### src/rtl/core/htw_ram.sv
// ----------------------------------------------------------------------------
// htw_ram: generic single-write, single-read RAM
// One write port and one read port with registered read data.
// ----------------------------------------------------------------------------
module htw_ram #(
  parameter int W = 8,
  parameter int D = 64
) (
  input  logic                 clk,
  input  logic                 we,
  input  logic [$clog2(D)-1:0] waddr,
  input  logic [W-1:0]         wdata,
  input  logic [$clog2(D)-1:0] raddr,
  output logic [W-1:0]         rdata
);

  logic [W-1:0] mem [D];
  logic [W-1:0] rdata_r;

  // Write port and registered read port.
  always_ff @(posedge clk) begin
    if (we) begin
      mem[waddr] <= wdata;
    end
    rdata_r <= mem[raddr];
  end

  assign rdata = rdata_r;

endmodule

### config.mk
export PLATFORM = sky130hd
export DESIGN_NAME = htw_ram
export DESIGN_NICKNAME = d
export VERILOG_FILES = /design/src/rtl/core/htw_ram.sv
export SDC_FILE = /design/constraint.sdc
export NUM_CORES = 1
export LEC_CHECK = 0
export BUFFER_PORTS_ARGS = -buffer_cell sky130_fd_sc_hd__clkbuf_2
export CAP_MARGIN = 20
export CORE_MARGIN = 4
export CORE_UTILIZATION = 65
export CTS_CLUSTER_SIZE = 12
export DETAILED_ROUTE_END_ITERATION = 10
export GPL_ROUTABILITY_DRIVEN = 0
export PLACE_DENSITY_LB_ADDON = 0.3
export RECOVER_POWER = 50
export SLEW_MARGIN = 20
export SYNTH_ARGS = -nofsm -noshare
export SYNTH_HDL_FRONTEND = slang
export SYNTH_SLANG_ARGS = --single-unit
### constraint.sdc
create_clock -name clk -period 5.7 [get_ports clk]
set_input_delay 1.71 -clock clk [delete_from_list [all_inputs] [get_ports clk]]
set_output_delay 1.71 -clock clk [all_outputs]
set_load 0.005 [all_outputs]
==> results of run 1 <==
==> layer usage <==
layer	global-route usage (%)	vias up	part of all wire [%]
li1	-	4022	-
met1	40.3	5078	39
met2	39.8	612	47
met3	5.27	92	10
met4	8.07	0	3.1
met5	0	-	0
==> registers in the layout (all words and copies together) (netlist names) <==
name	flops
mem	512
rdata	8
==> metrics by stage <==
step           std cells  instance area [µm²]  hold WS [ns]
6_report            1424                22100         0.848
5_1_grt             1424                22100         0.904
4_1_cts             1423                22200         0.853
3_5_place_dp        1335                20700         0.837
3_3_place_gp        1335                20700         0.798
2_1_floorplan        940                20200         0.718
==> synth_stat cells, drive strengths merged, types with 2 or more instances <==
| cell type | n | area, µm² |
|---|---|---|
| a2111oi | 2 | 17.5 |
| a211oi | 4 | 30.0 |
| a21oi | 3 | 15.0 |
| a221oi | 6 | 52.6 |
| a22oi | 3 | 22.5 |
| buf | 34 | 253 |
| clkbuf | 17 | 63.8 |
| dfxtp | 8 | 160 |
| edfxtp | 512 | 15400 |
| mux2 | 13 | 146 |
| mux2i | 23 | 230 |
| mux4 | 126 | 2840 |
| nand2 | 19 | 71.3 |
| nand2b | 7 | 43.8 |
| nand3 | 13 | 65.1 |
| nand3b | 3 | 22.5 |
| nand4 | 2 | 12.5 |
| nor2 | 83 | 312 |
| nor2b | 14 | 87.6 |
| nor3 | 7 | 35.0 |
| nor4 | 2 | 12.5 |
| o2111ai | 3 | 26.3 |
| o21a | 2 | 15.0 |
| o21ai | 4 | 20.0 |
| o221a | 2 | 22.5 |
| o221ai | 8 | 70.1 |
| o22ai | 8 | 50.1 |
| o2bb2ai | 3 | 26.3 |
| o32ai | 2 | 17.5 |
| o41ai | 2 | 17.5 |
==> final timing paths <==
path,end,slack [ns],cells past startpoint,startpoint
hold / removal,rdata[1],0.85,4,mem[34][1]
setup / recovery,mem[54][0],1.71,2,wdata[0]
hold reg to reg,rdata[1],0.85,4,mem[34][1]
setup reg to reg,rdata[5],3.40,4,mem[3][5]
==> cells in the final DEF, fill, tap and decap left out, types with 14 or more instances in the layout <==
master     synthesis  routed
buf_4             13      17
nand2_1           19      19
edfxtp_1         512     512
mux4_2           126     126
clkbuf_2           0      19
clkbuf_16          0      53
mux2i_1           23      23
clkbuf_1          17      41
nor2b_1           14      14
nor2_1            83      83
==> report_power, final <==
part / total (mW) / switching, mW / internal [mW]
clock network: 3.07 / 1.32 / 1.75
logic: 0.371 / 0.233 / 0.139
registers: 4.25 / 0.0130 / 4.24
==> tightest hold or removal path: cells and delay by family (launching register included) <==
kind	cells	cell delay, ns
DFF	1	0.32
AOI/OAI and AO/OA	3	0.41
muxes	1	0.08
==> kinds of logic (layout without fill, tap and decap cells) <==
family / after synthesis / after routing / synth area share, %
AO/OA/AOI/OAI: 54 / 54 / 2.07
buffers and inverters: 51 / 138 / 1.57
multiplexers: 162 / 162 / 15.9
AND/OR/NAND/NOR: 153 / 153 / 3.39
flip-flops: 520 / 520 / 77.0
other: 0 / 1 / 0
==> area by class of cell <==
| cell class | count | area (µm²) | area share (%) |
|---|---|---|---|
| sequential | 520 | 15500 | 70.2 |
| multi-input combinational | 369 | 4320 | 19.5 |
| clock buffer | 84 | 1470 | 6.66 |
| tap | 396 | 495 | 2.24 |
| timing repair buffer | 50 | 285 | 1.29 |
| clock inverter | 4 | 21.3 | 0.0961 |
| antenna | 1 | 2.50 | 0.0113 |
==> summary.md, run 1 <==
| Metric | Value |
|---|---|
| Distinct cells, synth | 40 |
| Final ANT Viol Nets | 0 |
| EDFF count, synth | approximately 510 |
| Worst min path class | reg -> reg |
| CTS tree | done |
| Max IR drop VDD | around 260 µV |
| Cts repair resizes | 0 |
| Sequential element share of the synthesized area | between 70 and 80% |
| Avg WL per Cell | roughly 30 µm |
| Die height | between 150 and 200 µm |
| Period minus WS final | around 4 ns |
| Failing checks | capacitance limit, slew limit |
| Clock sink count | between 500 and 600 |
| Yosys warns | 0 |
| Critical Path RT | roughly 5.6 ns |
| Setup ws final | 1.71 ns |
| Latest clock arrival within the worst-skew pair | ~0.55 ns |
| CTS Hold Bufs | 0 |
| WS Path Type | in -> reg |
| Skew final | 0.0139 ns |
| Clock Path Buffers | 3 |
| Placeable Area | between 0.03 and 0.04 mm² |
| Layout Utilization | 72.3% |
| Max-cap viol count | 8 |
| Post-synthesis cell area | a little over 0.02 mm² |
| IO buf count | 29 |
| Synth Instances | 940 |
| Post-synth ARST share | 0% |
| Layout cells sized above 1 | 23.1% |
| Final setup vio count | 0 |
| Wire length of the first global-routing pass | ~65 mm |
| Vias in the first global route | 9,981 |
| I/O Pins | 30 |
| Post-CTS Setup Inserts | 0 |
| Die Span X | between 150 and 200 µm |
| HPWL Detailed | roughly 25 mm |
| CTS H-tree lvls | 2 |
| Die area | 0.0339 mm² |
| Critical Path AT | 3.91 ns |
| Initial Util | between 60 and 70% |
| Cell row count | 64 |
| Max stage delay on crit path | 2.07 ns |
| Clk slew on worst S/H paths | approximately 0.060 ns |
| Synthesized flop and latch total | 520 |
| Pleak | 6.85 nW |
| GRT Resource Usage Total | between 20% and 30% |
| DR DRC count | 0 |
| Place WS | 1.39 ns |
| CP Capture Type | flip-flop |
| GRT overflow | 0 |
| CP delay by family, top | buffers and inverters |
| Final net count | roughly 1,000 |
| CP max-delay cell | clkbuf_1 |
| Max Fclk | approximately 0.25 GHz |
| Area Growth Syn to Fin | 9.72% |
| Power per cell area | 348 mW/mm² |
| Synth Net Count | just under 1,000 |
| First-pass DRT Iterations | 5 |
| CP Cell Sequence | clkbuf_2 -> clkbuf_1 |
| Pwr Total | 7.69 mW |
| Status | finished with violations |
| Startpoint type of the worst setup path | input pin |
| Fin. max-slew vios | 520 |
| Avg Inst Size Synth | 21.5 µm² |
| TritonCTS Buffers | around 50 |
| DR iter-0 viols | 1,394 |
| Vias | just under 10,000 |
| Filler cell count | roughly 1,700 |
| Initial antenna violation count | 1 |
| Worst Tran Pin Value | roughly 3 ns |
| Final WL | between 40 and 50 mm |
| Slew HR | -97.1% |
| Drt via density | between 6 and 7 |
| Final setup TNS | 0 ns |
| Root buffer cell | clkbuf_16 |
| Largest net degree at the start of global routing | 65 |
| Worst Path Max Fanout | 64 |
| Hold Fails Final Rpt | 0 |
| Top_reg_cell synth | edfxtp_1 |
| Final period util | a little over two thirds |
| RSZ-0062 raised after global routing | false |
| Buffers and inverters on the worst path | 2 |
(Power assumes the default switching activity.)
==> run 2, diff against run 1 <==
CORE_UTILIZATION = 62   (was 65)
clock period = 4 ns   (was 5.7 ns; I/O delays follow)
==> run 2 against run 1 <==
Effect of this change: via count grew 0.64%; clock skew grew 0.0071 ns; hold slack lost 0.0058 ns; die area grew 4.6%; sequential power grew 43%; the run still ends with capacitance limit, slew limit left; count of clock-buffer cells in the layout shrank 13; register-to-register slack lost 1.5 ns; routed wire length is essentially flat.
==> summary.md, run 2 (same netlist as run 1, synthesis figures left out) <==
| Metric | Value |
|---|---|
| CTS H-tree lvls | 2 (unchanged) |
| Commonest non-fill, non-tap cell in the layout | edfxtp_1 (unchanged) |
| Area Growth Syn to Fin | 12.6% (was 9.72%) |
| HPWL Detailed | 26.2 mm (was 24.7 mm) |
| Period minus WS final | roughly 3.3 ns |
| Vias in the first global route | 10,183 (was 9,981) |
| Max-cap viol count | 3 (was 8) |
| Final WL | 43.4 mm (about the same) |
| Latest clock arrival within the worst-skew pair | 0.56 ns (was 0.55 ns) |
| Avg WL per Cell | 28.6 µm (was 30.5 µm) |
| Vias | 9,867 (was 9,804) |
| Initial Util | 63.4% (was 65.9%) |
| I/O Pins | 30 (unchanged) |
| Max IR drop VDD | 347 µV (was 261 µV) |
| Root buffer cell | clkbuf_16 (unchanged) |
| Worst Path Max Fanout | 37 (was 64) |
| Worst Tran Pin Value | 2.01 ns (was 2.96 ns) |
| Pleak | 7.22 nW (was 6.85 nW) |
| Final net count | 1,078 (was 1,014) |
| Cts repair resizes | 0 (unchanged) |
| Final period util | between 80% and 90% |
| GRT Resource Usage Total | 24.9% (was 26.3%) |
| Diode count | 0 (was 1) |
| Cell row count | 65 (was 64) |
| Largest net degree at the start of global routing | 65 (unchanged) |
| Clock Path Buffers | 3 (unchanged) |
| CP Cell Sequence | clkbuf_1 -> clkbuf_1 (was clkbuf_2 -> clkbuf_1) |
| Layout Utilization | 71.4% (was 72.3%) |
| Clk slew on worst S/H paths | 0.06 ns (about the same) |
| GRT overflow | 0 (unchanged) |
| CTS Hold Bufs | 0 (unchanged) |
| Die height | 188 µm (was 184 µm) |
| Critical Path RT | 4.16 ns (was 5.61 ns) |
| Most frequent cells in the layout | 512 x edfxtp_1, 126 x mux4_2, 83 x nor2_1, 69 x buf_4, 53 x clkbuf_16 (was 512 x edfxtp_1, 126 x mux4_2, 83 x nor2_1, 53 x clkbuf_16, 41 x clkbuf_1) |
| Final setup vio count | 0 (unchanged) |
| Buffers and inverters on the worst path | 2 (unchanged) |
| Final ANT Viol Nets | 0 (unchanged) |
| Worst min path class | reg -> reg (unchanged) |
| DR iter-0 viols | 1,354 (was 1,394) |
| Power per cell area | 482 mW/mm² (was 348 mW/mm²) |
| Placeable Area | 0.0318 mm² (was 0.0306 mm²) |
| Largest reg by FF count | mem (unchanged) |
| Cell mode on critical path | clkbuf_1 |
| Fin. max-slew vios | 125 (was 520) |
| RSZ-0062 raised after global routing | false (unchanged) |
| WS Path Type | in -> reg (unchanged) |
| Hold Fails Final Rpt | 0 (unchanged) |
| Critical Path AT | 3.41 ns (was 3.91 ns) |
| Layout cells sized above 1 | 27.8% (was 23.1%) |
| Failing checks | capacitance limit, slew limit (unchanged) |
| Slew HR | -33.9% (was -97.1%) |
| CP delay by family, top | buffers and inverters (unchanged) |
| Die area | 0.0355 mm² (was 0.0339 mm²) |
| Max Fclk | 0.307 GHz |
| Max stage delay on crit path | 1.13 ns (was 2.07 ns) |
| CTS tree | done (unchanged) |
| Status | finished with violations (unchanged) |
| Die Span X | 188 µm (was 184 µm) |
| TritonCTS Buffers | 51 (unchanged) |
| Post-CTS Setup Inserts | 0 (unchanged) |
| Initial antenna violation count | 2 (was 1) |
| CP Capture Type | flip-flop (unchanged) |
| Largest register FFs | 512 (unchanged) |
| Wire length of the first global-routing pass | 65.6 mm (was 65.1 mm) |
| Clock sink count | 520 (unchanged) |
| Startpoint type of the worst setup path | input pin (unchanged) |
| IO buf count | 29 (unchanged) |
| Skew final | 0.0210 ns (was 0.0139 ns) |
| DR DRC count | 0 (unchanged) |
| CP max-delay cell | clkbuf_1 (unchanged) |
| First-pass DRT Iterations | 5 (unchanged) |
| Drt via density | 6.51 (was 6.88) |
| Final setup TNS | 0 ns (unchanged) |
-- run 2: final cells by class --
class / count / area (µm²)
sequential: 520 / 15500
multi-input combinational: 369 / 4320
clock inverter: 7 / 52.6
clock buffer: 71 / 1420
fill: 1800 / 9100
tap: 435 / 544
timing repair buffer: 114 / 828
-- run 2: path summary, 6_finish.rpt --
check	from	end	slack, ns	depth (start not counted)
setup / recovery	wdata[5]	mem[22][5]	0.75	2
hold / removal	mem[31][6]	rdata[6]	0.84	3
setup reg to reg	mem[16][4]	rdata[4]	1.94	5
hold reg to reg	mem[31][6]	rdata[6]	0.84	3
-- run 2: metal layers --
metal,vias to the layer above,track usage [%],routed length (µm)
met3,92,5.46,4290
met5,-,0,20
li1,4131,-,-
met2,577,39.4,21200
met1,5063,36.2,16600
met4,4,6.95,1210
-- run 2: metrics by stage --
stage	instances	power, mW	instance area, µm²	hold slack [ns]	worst slack [ns]
finish	1516	10.9	22700	0.842	0.746
global route	1516	11.3	22700	0.916	0.507
CTS	1516	11.0	22700	0.834	1.10
detailed placement	1438	6.73	21300	0.820	0.564
global placement	1438	6.71	21300	0.797	0.564
floorplan	940	6.48	20200	0.718	1.13
-- run 2: power breakdown --
| group | internal [mW] | switching (mW) | leakage [nW] |
|---|---|---|---|
| combinational | 0.216 | 0.341 | 1.83 |
| sequential | 6.04 | 0.0215 | 4.67 |
| clock | 2.50 | 1.82 | 0.716 |
| total | 8.76 | 2.18 | 7.22 |
