$ cat src/rtl/core/htw_pkg.sv
// ----------------------------------------------------------------------------
// htw_pkg: shared types and constants of the hashed timing wheel
// Sizes of the timer pool and wheel, operation and status codes, and the
// sequencer states.
// ----------------------------------------------------------------------------
package htw_pkg;

  // Wheel and pool sizes. The slot arithmetic wraps at a power of two.
  localparam int SLOTS  = 64;
  localparam int TIMERS = 64;
  localparam int SLOT_W = 6;
  localparam int H_W    = 6;
  localparam int LINK_W = 7;
  localparam int ROT_W  = 25;
  localparam int TMO_W  = 31;
  localparam int INT_W  = 16;

  // Null link value.
  localparam logic [LINK_W-1:0] NIL = 7'd127;

  // Operation codes.
  localparam logic [1:0] OP_ADD  = 2'd0;
  localparam logic [1:0] OP_ADJ  = 2'd1;
  localparam logic [1:0] OP_DEL  = 2'd2;
  localparam logic [1:0] OP_TICK = 2'd3;

  // Status codes.
  localparam logic [1:0] STAT_DONE  = 2'd0;
  localparam logic [1:0] STAT_EXP   = 2'd1;
  localparam logic [1:0] STAT_EMPTY = 2'd2;
  localparam logic [1:0] STAT_BAD   = 2'd3;

  // Sequencer states.
  typedef enum logic [3:0] {
    S_IDLE,
    S_DIV,
    S_ARM_RD,
    S_ARM_WR1,
    S_ARM_WR2,
    S_UNL_RD,
    S_UNL_HD,
    S_UNL_WR,
    S_FIN,
    S_TK_HEAD,
    S_TK_CHK,
    S_TK_NEXT,
    S_TK_EVAL,
    S_TK_PUSH,
    S_TK_END
  } state_t;

  // A link names a timer when its top bit is clear.
  function automatic logic is_link(input logic [LINK_W-1:0] x);
    return !x[LINK_W-1];
  endfunction

endpackage

$ cat src/rtl/core/htw_div.sv
// ----------------------------------------------------------------------------
// htw_div: radix-2 restoring divider
// Divides a 31-bit timeout by the 16-bit slot interval, one quotient bit per
// cycle. The quotient stays on its output until the next start.
// ----------------------------------------------------------------------------
module htw_div (
  input  logic                       clk,
  input  logic                       rst_n,
  input  logic                       start,
  input  logic [htw_pkg::TMO_W-1:0]  dividend,
  input  logic [htw_pkg::INT_W-1:0]  divisor,
  output logic                       done,
  output logic [htw_pkg::TMO_W-1:0]  quot
);

  logic [htw_pkg::TMO_W-1:0] q_r, q_nxt;
  logic [htw_pkg::INT_W:0]   rem_r, rem_nxt;
  logic [4:0]                cnt_r, cnt_nxt;
  logic                      busy_r, busy_nxt;
  logic                      done_r, done_nxt;
  logic [htw_pkg::INT_W:0]   rem_sh;

  // One restoring step per cycle.
  always_comb begin
    q_nxt    = q_r;
    rem_nxt  = rem_r;
    cnt_nxt  = cnt_r;
    busy_nxt = busy_r;
    done_nxt = 1'b0;
    rem_sh   = {rem_r[htw_pkg::INT_W-1:0], q_r[htw_pkg::TMO_W-1]};
    if (start) begin
      q_nxt    = dividend;
      rem_nxt  = '0;
      cnt_nxt  = '0;
      busy_nxt = 1'b1;
    end else if (busy_r) begin
      if (rem_sh >= {1'b0, divisor}) begin
        rem_nxt = rem_sh - {1'b0, divisor};
        q_nxt   = {q_r[htw_pkg::TMO_W-2:0], 1'b1};
      end else begin
        rem_nxt = rem_sh;
        q_nxt   = {q_r[htw_pkg::TMO_W-2:0], 1'b0};
      end
      cnt_nxt = cnt_r + 5'd1;
      if (cnt_r == 5'(htw_pkg::TMO_W - 1)) begin
        busy_nxt = 1'b0;
        done_nxt = 1'b1;
      end
    end
  end

  // Control state.
  always_ff @(posedge clk) begin
    if (!rst_n) begin
      busy_r <= 1'b0;
      done_r <= 1'b0;
    end else begin
      busy_r <= busy_nxt;
      done_r <= done_nxt;
    end
  end

  // Datapath.
  always_ff @(posedge clk) begin
    q_r   <= q_nxt;
    rem_r <= rem_nxt;
    cnt_r <= cnt_nxt;
  end

  assign done = done_r;
  assign quot = q_r;

endmodule

$ cat config.mk
export PLATFORM = sky130hd
export DESIGN_NAME = htw_div
export DESIGN_NICKNAME = d
export VERILOG_FILES = /design/src/rtl/core/htw_pkg.sv /design/src/rtl/core/htw_div.sv
export SDC_FILE = /design/constraint.sdc
export NUM_CORES = 1
export LEC_CHECK = 0
export ABC_AREA = 1
export BUFFER_PORTS_ARGS = -buffer_cell sky130_fd_sc_hd__buf_2
export CAP_MARGIN = 15
export CORE_ASPECT_RATIO = 0.9
export CORE_UTILIZATION = 35
export DETAILED_ROUTE_END_ITERATION = 16
export HOLD_SLACK_MARGIN = 0.03
export SYNTH_ARGS = -nofsm -noshare
export SYNTH_HDL_FRONTEND = slang
export SYNTH_SLANG_ARGS = --single-unit
$ cat constraint.sdc
create_clock -name clk -period 2 [get_ports clk]
set_clock_uncertainty 0.15 [all_clocks]
set_input_delay 0.2 -clock clk [delete_from_list [all_inputs] [get_ports clk]]
set_output_delay 0.2 -clock clk [all_outputs]
set_load 0.005 [all_outputs]
==> results by stage, run 1 <==
Floorplan:
- The die footprint is 0.0107 mm^2.
- Row generation in the floorplan step produced 34 rows.
- The initial core utilization is 0.365.
- The height of the die is 98.0 um.
- In this run the horizontal extent of the chip is 109 um.
- The core area is 0.00983 mm^2.
- The I/O pin count is 82.

Routing:
- The detailed router finished its first iteration with 140 violations.
- The via total after detailed routing is 3464.
- The total iterations of the first detailed-routing run is 4.
- The routed length per placed instance is 13.0 um.
- The number of vias per cell is 4.66.
- The total DRC errors in the routed layout is 0.
- The total detailed-routing wirelength is 9700 um.
- Once detail routing completed, the nets flagged for antenna violations numbered 0.

Worst setup path:
- The worst setup path is launched from a register.
- The most numerous cell type found on the critical path is sky130_fd_sc_hd__nand2_1.
- Among all stages on the critical path, the largest delay is contributed by sky130_fd_sc_hd__fa_2.
- The kind of cell with the highest combined delay along the critical path is adder cells.
- Counting cells, the worst reg-to-reg path comes to 11.
- The setup slack on the worst flop-to-flop path is 0.04 ns.
- The maximum cell stage delay along the critical path is 0.43 ns.
- The worst setup path is captured at a register.
- Counting buffers and inverters, the worst setup path is 11 cells deep.
- The critical path in this run is classified as reg2reg.
- Data on the critical path is required at its endpoint by 2.04 ns.
- The endpoint identified for the worst register-to-register timing path is rem_r[8].
- Along the worst path, the maximum fanout reaches 3.
- Together, buffers and inverters on the worst path number 1.
- The signal on the critical path passes through inv_2, ha_4, fa_2, o21bai_2, nand2_1, nand3_1, nand2_1, nand2_1, nand2_1, nand3_1, nand2_1.
- The worst flop-to-flop path startpoint is quot[30].
- For the worst setup path, the data arrival time is 2.00 ns.

Final layout:
- The finished layout holds 744 standard cells, fillers aside.
- The top cell types in the final layout, fill and taps aside, are sky130_fd_sc_hd__nand2_1 (211), sky130_fd_sc_hd__buf_2 (81), sky130_fd_sc_hd__inv_1 (52), sky130_fd_sc_hd__buf_4 (32), sky130_fd_sc_hd__edfxtp_1 (31).
- The share of cells above drive strength 1 is 0.330.
- The count of antenna diodes in the layout is 0.
- The library cell used most frequently in the layout, excluding fill and tap cells, is sky130_fd_sc_hd__nand2_1.
- The count of nets after finishing is 686.
- The area growth from synthesis to final layout is 39.8%.

Synthesis:
- The cell area after synthesis is 0.00359 mm^2.
- In this run the mean area of a mapped cell was 7.35 um^2.
- Among all flip-flop cells after synthesis, the most frequent one is sky130_fd_sc_hd__edfxtp_1.
- The number of library cell types mapped by synthesis is 34.
- The number of cells produced by synthesis is 488.
- The number of nets in the synthesized netlist is 557.
- The post-synthesis register bit count is 54.
- The portion of the post-synthesis area used by sequential elements is 0.388.
- For this run, asynchronously set or reset flops after synthesis account for 0.
- During synthesis, Yosys emitted a total of 0 warnings.
- In this run, synthesis inferred 31 flip-flops with an integrated enable.

Global route:
- The total grt overflow is 0.
- The number of global-route vias before repair is 3217.
- The initial antenna violation count is 0.
- The maximum number of pins on one net before global-route repair is 38.
- The first global-routing pass estimated 15300 um of wire.
- The met1 track demand over resource is 0.253.
- The layer carrying the most global-route usage is met2.
- The met2 global-route usage is 0.284.
- In the global route stage, overall resource usage came out at 0.182.
- The met3 usage is 0.0381.

Placement:
- The final RePlAce weighted congestion is 0.904.
- Including well taps, the total number of placed cells is 715.
- Detailed placement ended at an HPWL of 6930 um.
- Buffers placed on the I/O ports in this run total 81.

Timing:
- Setup repair after global routing could not meet its margin everywhere.
- Setup violations remaining at the end of the flow were counted as 0.
- The smallest clock period supported by the final layout is computed as 1.96 ns.
- The max-slew violation total from the final report was 0.
- The total count of hold-check failures in the final report was 0.
- For the pin with the worst max-slew slack, the measured transition is 0.610 ns.
- Dividing the final minimum period by the clock period gives 0.979.
- The maximum clock frequency is 511 MHz.
- The worst slew margin relative to its limit is 0.593.

Power and ir drop:
- In this run the static leakage power is 0.00265 uW.
- The total power draw is 2810 uW.
- The total power density per cell area is 561 mW/mm^2.
- VDD sags by at most 0.395 mV.

Clock tree:
- Clock tree synthesis found a total of 54 sinks.
- The number of clock buffers added by TritonCTS is 5.
- Clock-pin slew was measured on the worst setup and hold paths at 0.07 ns.
- The tree is rooted in a sky130_fd_sc_hd__clkbuf_16.
- The TritonCTS clock tree is built.
- The clock latency on the worst-skew pair is 0.29 ns.
- The clock passes through at most 2 buffers.
- The clock tree synthesis step divided the H-tree into 2 levels.

Run:
- Across the run, the number of max-cap violations was 0.

Min path:
- The min-delay analysis places its worst path in the category in2reg.
- The cell depth of the worst hold path is 3.
- The path with the worst hold slack has its endpoint at quot[8].
- In this run the most critical hold path is launched from dividend[8].

Run status:
- The flow ran to the end, and the final reports show no timing, DRC or antenna violations.
==> state kept, by name, indices dropped and copies added (netlist names) <==
name    flops
quot       31
cnt_r       5
done        1
busy_r      1
rem_r      16
==> through the flow <==
stage	utilization	TNS, ns	setup WS, ns	hold WS [ns]	area, um^2
final	0.510	0	0.0420	0.0300	5010
after detailed placement	0.443	-0.419	-0.0726	0.308	4350
after global placement	0.443	-0.367	-0.0772	0.294	4350
after CTS	0.480	0	0.00114	0.0307	4720
after global routing	0.510	-0.504	-0.0963	0.0335	5010
after floorplan	-	0	0.00279	0.183	3590
==> where the power goes <==
part           total [uW]  leakage (uW)  switching, uW  internal [uW]
Combinational         501       0.00206            261            240
Sequential           1310      0.000510           44.4           1260
Clock                1000     0.0000771            411            593
Total                2810       0.00265            717           2100
==> cells in the mapped netlist, drive strengths merged, types with 5 or more instances <==
cell type  instances  area share
nand2            236        0.27
inv               65       0.068
edfxtp            31        0.26
nand3             27       0.042
dfxtp             23        0.13
nand3b            19       0.043
ha                18       0.063
nor2              16       0.028
a21oi             14       0.023
clkbuf             8      0.0084
buf                6       0.017
nand4              5      0.0087
nor3               5      0.0070
xnor2              5       0.012
==> cells by family (layout without fill, tap and decap cells) <==
family / count (synthesis) / count (layout) / synth area share
and+or+nand+nor: 310 / 312 / 0.403
buffers and inverters: 79 / 207 / 0.0931
DFF: 54 / 54 / 0.388
AOI/OAI and AO/OA: 20 / 20 / 0.0331
adders and majority gates: 19 / 19 / 0.0684
xor gates and xnor gates: 6 / 6 / 0.0146
==> worst max-delay path by stage <==
| stage | from | end | slack (ns) |
|---|---|---|---|
| 6_report | quot[30] | rem_r[8] | 0.04 |
| 5_1_grt | quot[30] | rem_r[12] | -0.1 |
| 4_1_cts | rem_r[11] | rem_r[10] | 0.001 |
| 3_5_place_dp | quot[30] | rem_r[8] | -0.07 |
| 3_3_place_gp | quot[30] | rem_r[8] | -0.08 |
| 2_1_floorplan | busy_r | quot[0] | 0.003 |
==> repair_timing <==
| action | 4_1_cts | 5_1_grt |
|---|---|---|
| cloned | 0 | 2 |
| setup endpoints to repair | 12 | 16 |
| gates resized for setup | 7 | 37 |
| pin swaps | 0 | 12 |
| hold buffers | 15 | 0 |
| setup buffers | 0 | 4 |
| hold endpoints to repair | 15 | 0 |
==> final cells by class <==
type                            instances  area [um^2]
Clock buffer                            6          129
Clock inverter                          2         37.5
Fill cell                             951         4810
Inverter                               65          244
Multi-Input combinational cell        357         2140
Sequential cell                        54         1400
Tap cell                              126          158
Timing Repair Buffer                  134          907
==> worst register-to-register path, delay by kind of cell (launching register included) <==
family / cells / cell delay [ns]
AND/OR/NAND/NOR: 7 / 0.45
flip-flops: 1 / 0.37
buffers and inverters: 1 / 0.06
adder cells (fa/ha/maj): 2 / 0.59
AO/OA/AOI/OAI: 1 / 0.23
==> routing by layer <==
| metal | part of all wire | up-vias | wire length (um) |
|---|---|---|---|
| met4 | 0.013 | 0 | 131 |
| li1 | - | 1792 | - |
| met2 | 0.46 | 81 | 4490 |
| met3 | 0.061 | 12 | 590 |
| met1 | 0.46 | 1579 | 4490 |
| met5 | 0 | - | 0 |
Note: power is estimated with default switching activity, not from simulation.
==> run 2, diff against run 1 <==
--- a/config.mk
+++ b/config.mk
@@ -11,6 +11,7 @@
 export CORE_ASPECT_RATIO = 0.9
 export CORE_UTILIZATION = 35
 export DETAILED_ROUTE_END_ITERATION = 16
+export GPL_TIMING_DRIVEN = 0
 export HOLD_SLACK_MARGIN = 0.03
 export SYNTH_ARGS = -nofsm -noshare
 export SYNTH_HDL_FRONTEND = slang
==> run 2 against run 1 <==
Non-clock buffer count decreased by 18. Count of clock-buffer cells in the layout unchanged. Maximum frequency decreased by 0.21%. Final cell count decreased by 2.7%. Sequential power about the same. Utilization decreased by 2.6 points. Flip-flop and latch count unchanged. Register-to-register slack about the same. Critical path depth increased by 3. Worst setup slack got worse by 0.0042 ns.
==> results by stage, run 2 (same netlist as run 1, synthesis figures left out) <==
Worst setup path:
- The endpoint identified for the worst register-to-register timing path is rem_r[5].
- At the worst endpoint, the required time is 2.03 ns.
- The setup check on the worst reg-to-reg path leaves a slack of 0.04 ns.
- The worst setup path is captured at a register.
- Walking the worst path, the cells encountered are ha_4, buf_6, nand2_2, nor2_1, nand2_1, nand3_2, nand2_4, nand2_4, nand2_8, nand2_8, clkbuf_16, nand2_2, nand3_1, nand2_1.
- Counting buffers and inverters, the worst setup path is 14 cells deep.
- The cell family with the largest share of critical-path delay is simple AND/OR/NAND/NOR gates.
- Along the worst path, the maximum fanout reaches 7.
- The critical-path cell with the highest stage delay is sky130_fd_sc_hd__dfxtp_4.
- The buffering stage count on the worst path with inverters included is 2.
- The arrival time at the worst endpoint is 1.99 ns.
- The worst setup path startpoint is rem_r[1].
- The critical path is of the reg2reg type.
- The worst flop-to-flop path startpoint is rem_r[1].
- The capturing instance or port of the critical path is rem_r[5].
- The worst reg-to-reg path cell count is 14.
- The worst setup path is launched from a register.
- The maximum cell stage delay along the critical path is 0.36 ns.

Global route:
- The overall routing resource usage is 0.172.
- The initial antenna violation count is 0.
- The first-pass GRT wire length is 14600 um.
- Summed over all layers, the global routing overflow is 0.
- Entering global routing, the biggest net connects 20 pins.
- The number of global-route vias before repair is 3144.

Final layout:
- The register with the most flip-flops in the layout has 31 of them.
- The count of antenna diodes in the layout is 0.
- For this run, the post-layout net count is 666.
- In the layout the commonest cells are sky130_fd_sc_hd__nand2_1 (210), sky130_fd_sc_hd__buf_2 (81), sky130_fd_sc_hd__inv_1 (49), sky130_fd_sc_hd__edfxtp_1 (31), sky130_fd_sc_hd__nand3_1 (22).
- Relative to the synthesized area, the layout overhead comes to 32.6%.
- The share of cells above drive strength 1 is 0.323.
- Leaving out fill and tap cells, the most frequent cell in the layout is sky130_fd_sc_hd__nand2_1.
- The filler cells instantiated in the layout total 965.
- The finished layout holds 724 standard cells, fillers aside.

Timing:
- The max-slew violation total from the final report is 0.
- The slack of the critical path is 0.0378 ns.
- The post-layout minimum cycle time is 1.96 ns.
- Static timing analysis puts the maximum clock frequency at 510 MHz.
- The worst pin sits at a relative slew slack of 0.612.
- The final number of setup-violating endpoints is 0.
- The total count of hold-check failures in the final report is 0.
- The slew at the pin with the worst max-slew slack is 0.580 ns.
- Of the available clock period, the critical path in the final layout requires 0.981.
- Setup repair after global routing could not meet its margin everywhere.

Placement:
- The number of placed instances, taps included, is 695.
- The worst setup slack after placement is -0.509 ns.
- The final RePlAce weighted congestion is 0.838.
- The final HPWL from detailed placement is 6920 um.
- The quantity of I/O buffers inserted on ports is 80.

Power and ir drop:
- The fraction of power spent switching nets is 0.258.
- The peak supply drop is 0.337 mV.
- The share of total power dissipated in sequential elements is 0.498.
- The internal portion of the total power is 1940 uW.
- In this run the power density over the cells is 550 mW/mm^2.
- The fraction of power consumed by combinational cells is 0.183.
- Summed over all nets, the switching power comes to 676 uW.
- For this design the static power due to leakage is 0.00249 uW.
- Of the total power, the clock network draws 0.319.

Clock tree:
- The clock-pin slew of the registers on the worst-case setup and hold paths is 0.07 ns.
- TritonCTS built the clock tree.
- The total number of H-tree levels is 2.
- Clock tree synthesis selected as its root buffer the cell sky130_fd_sc_hd__clkbuf_16.
- The clock passes through at most 2 buffers.
- The tree built by TritonCTS fans out to 54 sinks.
- For the worst-skew pair, the clock arrives at the later sink with an insertion delay of 0.29 ns.
- The number of clock buffers added by TritonCTS is 5.

Floorplan:
- The die is 109 um wide.
- The core area is 0.00983 mm^2.
- The number of placement rows is 34.
- The initial core utilization is 0.365.
- The die footprint is 0.0107 mm^2.
- During I/O placement, the number of pins put on the boundary was 82.
- In this run the vertical extent of the chip is 98.0 um.

Routing:
- The first detailed-routing pass took 4 iterations.
- The number of DRC markers in iteration 0 is 121.
- For this block, the via count after detailed routing is 3296.
- The total DRC errors in the routed layout is 0.
- The number of vias per cell is 4.55.
- In this run the remaining antenna-violating nets after routing total 0.
- The total detailed-routing wirelength is 9120 um.
- The routed length per placed instance is 12.6 um.

Run:
- The number of max-capacitance violations reported is 0.

Min path:
- The cell depth of the worst hold path is 3.
- The worst hold path belongs to the class in2reg.

Run status:
- The run finished with clean final reports.
run 2: cell count changes in the layout (fill, tap and decap cells not counted), sizes merged:
cell / before / now
clkinv: 0 / 1
buf: 119 / 103
inv: 65 / 64
clkbuf: 6 / 15
clkinvlp: 1 / 2
dlygate4sd3: 15 / 4
nand2: 238 / 236
bufinv: 1 / 0
run 2: worst min path at each step:
stage	from	end	slack (ns)
6_report	dividend[22]	quot[22]	0.03
2_1_floorplan	rst_n	busy_r	0.18
4_1_cts	dividend[22]	quot[22]	0.03
5_1_grt	dividend[29]	quot[29]	0.04
3_3_place_gp	rst_n	busy_r	0.30
3_5_place_dp	rst_n	busy_r	0.30
run 2: through the flow:
| step | setup TNS, ns | total power (uW) | hold WS, ns | utilization | cell area (um^2) |
|---|---|---|---|---|---|
| after detailed placement | -14.38 | 1740 | 0.300 | 0.425 | 4170 |
| after global placement | -20.69 | 1720 | 0.295 | 0.422 | 4150 |
| after floorplan | 0 | 1550 | 0.183 | - | 3590 |
| after CTS | 0 | 2620 | 0.0309 | 0.467 | 4590 |
| final | 0 | 2610 | 0.0300 | 0.484 | 4760 |
| after global routing | -0.499 | 2750 | 0.0353 | 0.484 | 4760 |
run 2: layout make-up:
class                      count  area (um^2)  share of cell area
clock inverter                 2         8.76             0.00184
tap                          126          158              0.0331
buffer                        14          101              0.0213
multi-input combinational    355         2090               0.440
timing repair buffer         102          613               0.129
sequential                    54         1410               0.296
clock buffer                   6          129              0.0271
inverter                      65          248              0.0521
run 2: what timing repair did:
item,4_1_cts,5_1_grt
cloned,0,1
hold buffers,4,0
pin swaps,4,10
setup buffers,8,8
hold endpoints to repair,5,0
resized for setup,31,24
endpoints found under the setup margin,45,48
run 2: tightest hold or removal path: cells and delay by family:
kind	cells	cell delay, ns
buffers and inverters	1	0.07
AND/OR/NAND/NOR	2	0.09
run 2: power by group through the flow:
stage | sequential [uW] | combinational [uW] | clock [uW]
floorplan | 1330 | 221 | 0
finish | 1300 | 479 | 833
CTS | 1300 | 465 | 851
global placement | 1330 | 395 | 0
global route | 1310 | 535 | 899
detailed placement | 1330 | 413 | 0
run 2: routing by layer:
metal,share of wire,GRT usage
met1,0.49,0.240
met2,0.46,0.280
met3,0.033,0.0287
met4,0.012,0.0364
met5,0,0
==> run 3, diff against run 2 <==
--- a/config.mk
+++ b/config.mk
@@ -5,7 +5,6 @@
 export SDC_FILE = /design/constraint.sdc
 export NUM_CORES = 1
 export LEC_CHECK = 0
-export ABC_AREA = 1
 export BUFFER_PORTS_ARGS = -buffer_cell sky130_fd_sc_hd__buf_2
 export CAP_MARGIN = 15
 export CORE_ASPECT_RATIO = 0.9
==> run 3 against run 2 <==
Combinational power grew 140%. Utilization grew 5.0 points. Worst hold slack gained 0.0058 ns. Die area shrank 11%. Non-clock buffer count grew 28. The run now ends with setup timing left. First-iteration DRC count grew 39%. Critical path type unchanged.
==> results by stage, run 3 <==
Run status:
- The run finished, with violations left.
- The checks that failed: setup timing.

Routing:
- The first routing iteration left 168 violations.
- After detailed routing, no signal wire sits above met4.
- The detailed router placed 2854 vias in this run.
- In the routed design, unresolved DRC markers number 0.
- In the final routed layout, each cell accounts on average for 15.7 um.
- The post-route met1 wirelength is 4240 um.
- After detailed routing, the met3 layer carries 338 um of wire.
- Before antenna repair, the detailed router went through 5 iterations.
- The count of antenna-violating nets left after detailed routing is 0.
- The routed length on met2 is 4210 um.
- The final layout contains routed wiring with a total length of 8970 um.
- After detailed routing, the number of vias per cell comes to 5.01.

Clock tree:
- The root buffer selected by CTS is sky130_fd_sc_hd__clkbuf_8.
- At the later pin of the worst-skew pair, clock insertion delay measures 0.31 ns.
- The clock-pin slew of the registers on the worst-case setup and hold paths is 0.10 ns.
- The buffer levels on the longest clock path is 2.
- TritonCTS built the clock tree.
- The clock net in this run drives a total of 54 sinks.
- The total number of H-tree levels is 2.
- The TritonCTS buffer count is 5.

Floorplan:
- The initial utilization of the core area, before any placement, comes to 0.367.
- Pin placement for this block handled 82 I/O pins.
- The die extent in x is 103 um.
- The die footprint is 0.00954 mm^2.
- The height of the die is 92.7 um.
- The floorplan has 32 rows.
- The core area is 0.00873 mm^2.

Final layout:
- The count of fill cells added during filler insertion is 798.
- Excluding fillers, the count of instances in the completed layout stands at 570.
- In the final design database the tool counted 519 nets.
- The area growth from synthesis to final layout is 45.5%.
- The top cell types in the final layout, fill and taps aside, are sky130_fd_sc_hd__buf_2 (81), sky130_fd_sc_hd__mux2_2 (31), sky130_fd_sc_hd__edfxtp_1 (31), sky130_fd_sc_hd__nor2_1 (29), sky130_fd_sc_hd__nand2_1 (27).
- The repair_antennas step left the layout with diodes totalling 0.
- The library cell used most frequently in the layout, excluding fill and tap cells, is sky130_fd_sc_hd__buf_2.
- The register with the most flip-flops in the layout has 31 of them.
- Measured on the finished design, the core utilization comes to 0.534.
- The final standard cell area without fillers is 0.00466 mm^2.
- The share of cells above drive strength 1 is 0.479.

Timing:
- The max-slew violation total from the final report is 0.
- The worst slew margin relative to its limit is 0.543.
- Based on the critical path, the design can be clocked at up to 394 MHz.
- The slack of the critical path is -0.537 ns.
- The total count of hold-check failures in the final report is 0.
- After layout, the minimum clock period comes to 2.54 ns.
- Setup violations remaining at the end of the flow were counted as 17.
- In the finished design, the share of the clock period the worst path needs comes to 1.27.
- Setup repair after global routing could not meet its margin everywhere.
- For the pin with the worst max-slew slack, the measured transition is 0.685 ns.

Worst setup path:
- Data arrives at the worst endpoint at 2.59 ns.
- The maximum cell stage delay along the critical path is 0.38 ns.
- The critical-path cell with the highest stage delay is sky130_fd_sc_hd__dfxtp_4.
- STA classifies the critical path startpoint as a register.
- The maximum fanout count along the critical path is 5.
- The data required time at the worst endpoint is 2.06 ns.
- The signal on the critical path passes through ha_4, nand4_1, o22ai_1, a211o_1, a211oi_4, o21a_4, buf_12, buf_8, nand2_1, a311oi_1.
- The critical path capture point type is a register.
- The type of the worst setup path is reg2reg.

Synthesis:
- The leading register cell type out of synthesis is sky130_fd_sc_hd__edfxtp_1.
- Yosys attributes the largest share of cell area to sky130_fd_sc_hd__edfxtp_1 (29%), sky130_fd_sc_hd__dfxtp_1 (14%), sky130_fd_sc_hd__mux2_2 (11%), sky130_fd_sc_hd__ha_1 (7.0%), sky130_fd_sc_hd__nand2_1 (4.1%).
- Counting every instance in the synthesized netlist gives 315.
- Synthesis instantiated 50 different standard cells from the library.
- The cell area after synthesis is 0.00320 mm^2.
- The post-synthesis register bit count is 54.
- Of all flip-flops after synthesis, the portion carrying an async set or reset was 0.
- The share of Yosys cell area claimed by the top area cell type is 0.291.
- The number of synthesized flops with an enable pin is 31.
- Ranked by instance count, the synthesized netlist is headed by sky130_fd_sc_hd__nand2_1 (35), sky130_fd_sc_hd__edfxtp_1 (31), sky130_fd_sc_hd__mux2_2 (31).
- The number of nets in the synthesized netlist is 384.
- The mean instance size in the synthesized netlist is 10.2 um^2.
- The dominant cell by count in the synthesized netlist is sky130_fd_sc_hd__nand2_1.
- The share of the Yosys chip area taken by registers is 0.435.
- The cell accounting for the most synthesized area is sky130_fd_sc_hd__edfxtp_1.
- The number of warnings issued by yosys is 0.

Global route:
- Entering global routing, the biggest net connects 33 pins.
- The initial antenna violation count is 0.
- The total grt overflow is 0.
- The first-pass GRT wire length is 13400 um.
- In the global route stage, overall resource usage came out at 0.182.
- The number of global-route vias before repair is 2724.

Placement:
- Including well taps, the total number of placed cells is 515.
- The quantity of I/O buffers inserted on ports is 81.
- The final RePlAce weighted congestion is 0.849.
- After legalization and detailed placement, the total HPWL measured 5640 um.
- Once placement finished, the instance area stood at 0.00389 mm^2.

Power and ir drop:
- Power spread over the standard cell area amounts to 708 mW/mm^2.
- The peak supply drop is 0.456 mV.
- Overall power consumption after layout is estimated at 3300 uW.
- For this design the static power due to leakage is 0.00193 uW.

Min path:
- The path class of the tightest hold or removal check is in2reg.

Run:
- The number of max-capacitance violations reported is 0.
## run 3: cell types whose count changed in the layout (fill, tap and decap cells not counted), sizes merged, moves of 7 or more
cell and change:
a211oi +7, a311oi +13, nand2 -201, nor2 +14, buf +14, nand3 -24, dlygate4sd3 +16, nand3b -19
inv -42, mux2 +31
## run 3: area by class of cell
cell class	count	area [um^2]	area share
Buffer	12	63.8	0.0137
Tap cell	119	149	0.0320
Sequential cell	54	1410	0.303
Clock buffer	5	68.8	0.0148
Timing Repair Buffer	132	886	0.190
Clock inverter	3	47.5	0.0102
Multi-Input combinational cell	225	1960	0.420
Inverter	20	75.1	0.0161
## run 3: per-layer routing
layer / GRT usage / up-vias
met5: 0 / -
met4: 0.0587 / 0
met3: 0.0272 / 16
met2: 0.302 / 73
met1: 0.240 / 1346
li1: - / 1419
## run 3: through the flow
step | hold WS, ns | worst slack (ns) | TNS, ns
after floorplan | 0.164 | -0.371 | -3.97
after global placement | 0.280 | -0.669 | -12.78
after detailed placement | 0.286 | -0.681 | -13.39
after CTS | 0.0307 | -0.454 | -10.27
after global routing | 0.0304 | -0.633 | -9.00
final | 0.0359 | -0.537 | -7.42
## run 3: path summary, 6_finish.rpt
| path | startpoint | to | slack [ns] | depth (start not counted) |
|---|---|---|---|---|
| worst min register to register | rem_r[13] | rem_r[14] | 0.36 | 2 |
| worst max-delay path | rem_r[7] | rem_r[4] | -0.54 | 10 |
| worst min-delay path | dividend[0] | quot[0] | 0.04 | 2 |
| worst max register to register | rem_r[7] | rem_r[4] | -0.54 | 10 |
## run 3: critical path: cells and delay by family, from the launching register on
| family | cells | cell delay, ns |
|---|---|---|
| DFF | 1 | 0.38 |
| buffers and inverters | 2 | 0.24 |
| adders and majority gates | 1 | 0.26 |
| and+or+nand+nor | 2 | 0.18 |
| AOI/OAI and AO/OA | 5 | 1.23 |
## run 3: cells by family (layout without fill, tap and decap cells)
| kind of cell | count (synthesis) | after routing | share of synthesized area |
|---|---|---|---|
| AO/OA/AOI/OAI | 63 | 63 | 0.156 |
| XOR/XNOR | 12 | 12 | 0.0328 |
| adder cells (fa/ha/maj) | 19 | 19 | 0.0766 |
| buffers and inverters | 37 | 172 | 0.0485 |
| flip-flops | 54 | 54 | 0.435 |
| multiplexers | 32 | 32 | 0.112 |
| AND/OR/NAND/NOR | 98 | 99 | 0.140 |
## run 3: timing repair
action                     in CTS  in global routing
gates resized for setup        42                 16
pin swaps                      31                 23
setup endpoints to repair      49                 49
setup buffers                  25                  6
cloned                          2                  1
hold endpoints to repair       18                  3
hold buffers                   17                  3
## run 3: power by group
part	total [uW]	internal, uW	switching, uW	leakage [uW]
combinational	1140	598	546	0.00137
clock	783	383	400	0.0000591
sequential	1370	1300	70.6	0.000505
total	3300	2280	1020	0.00193
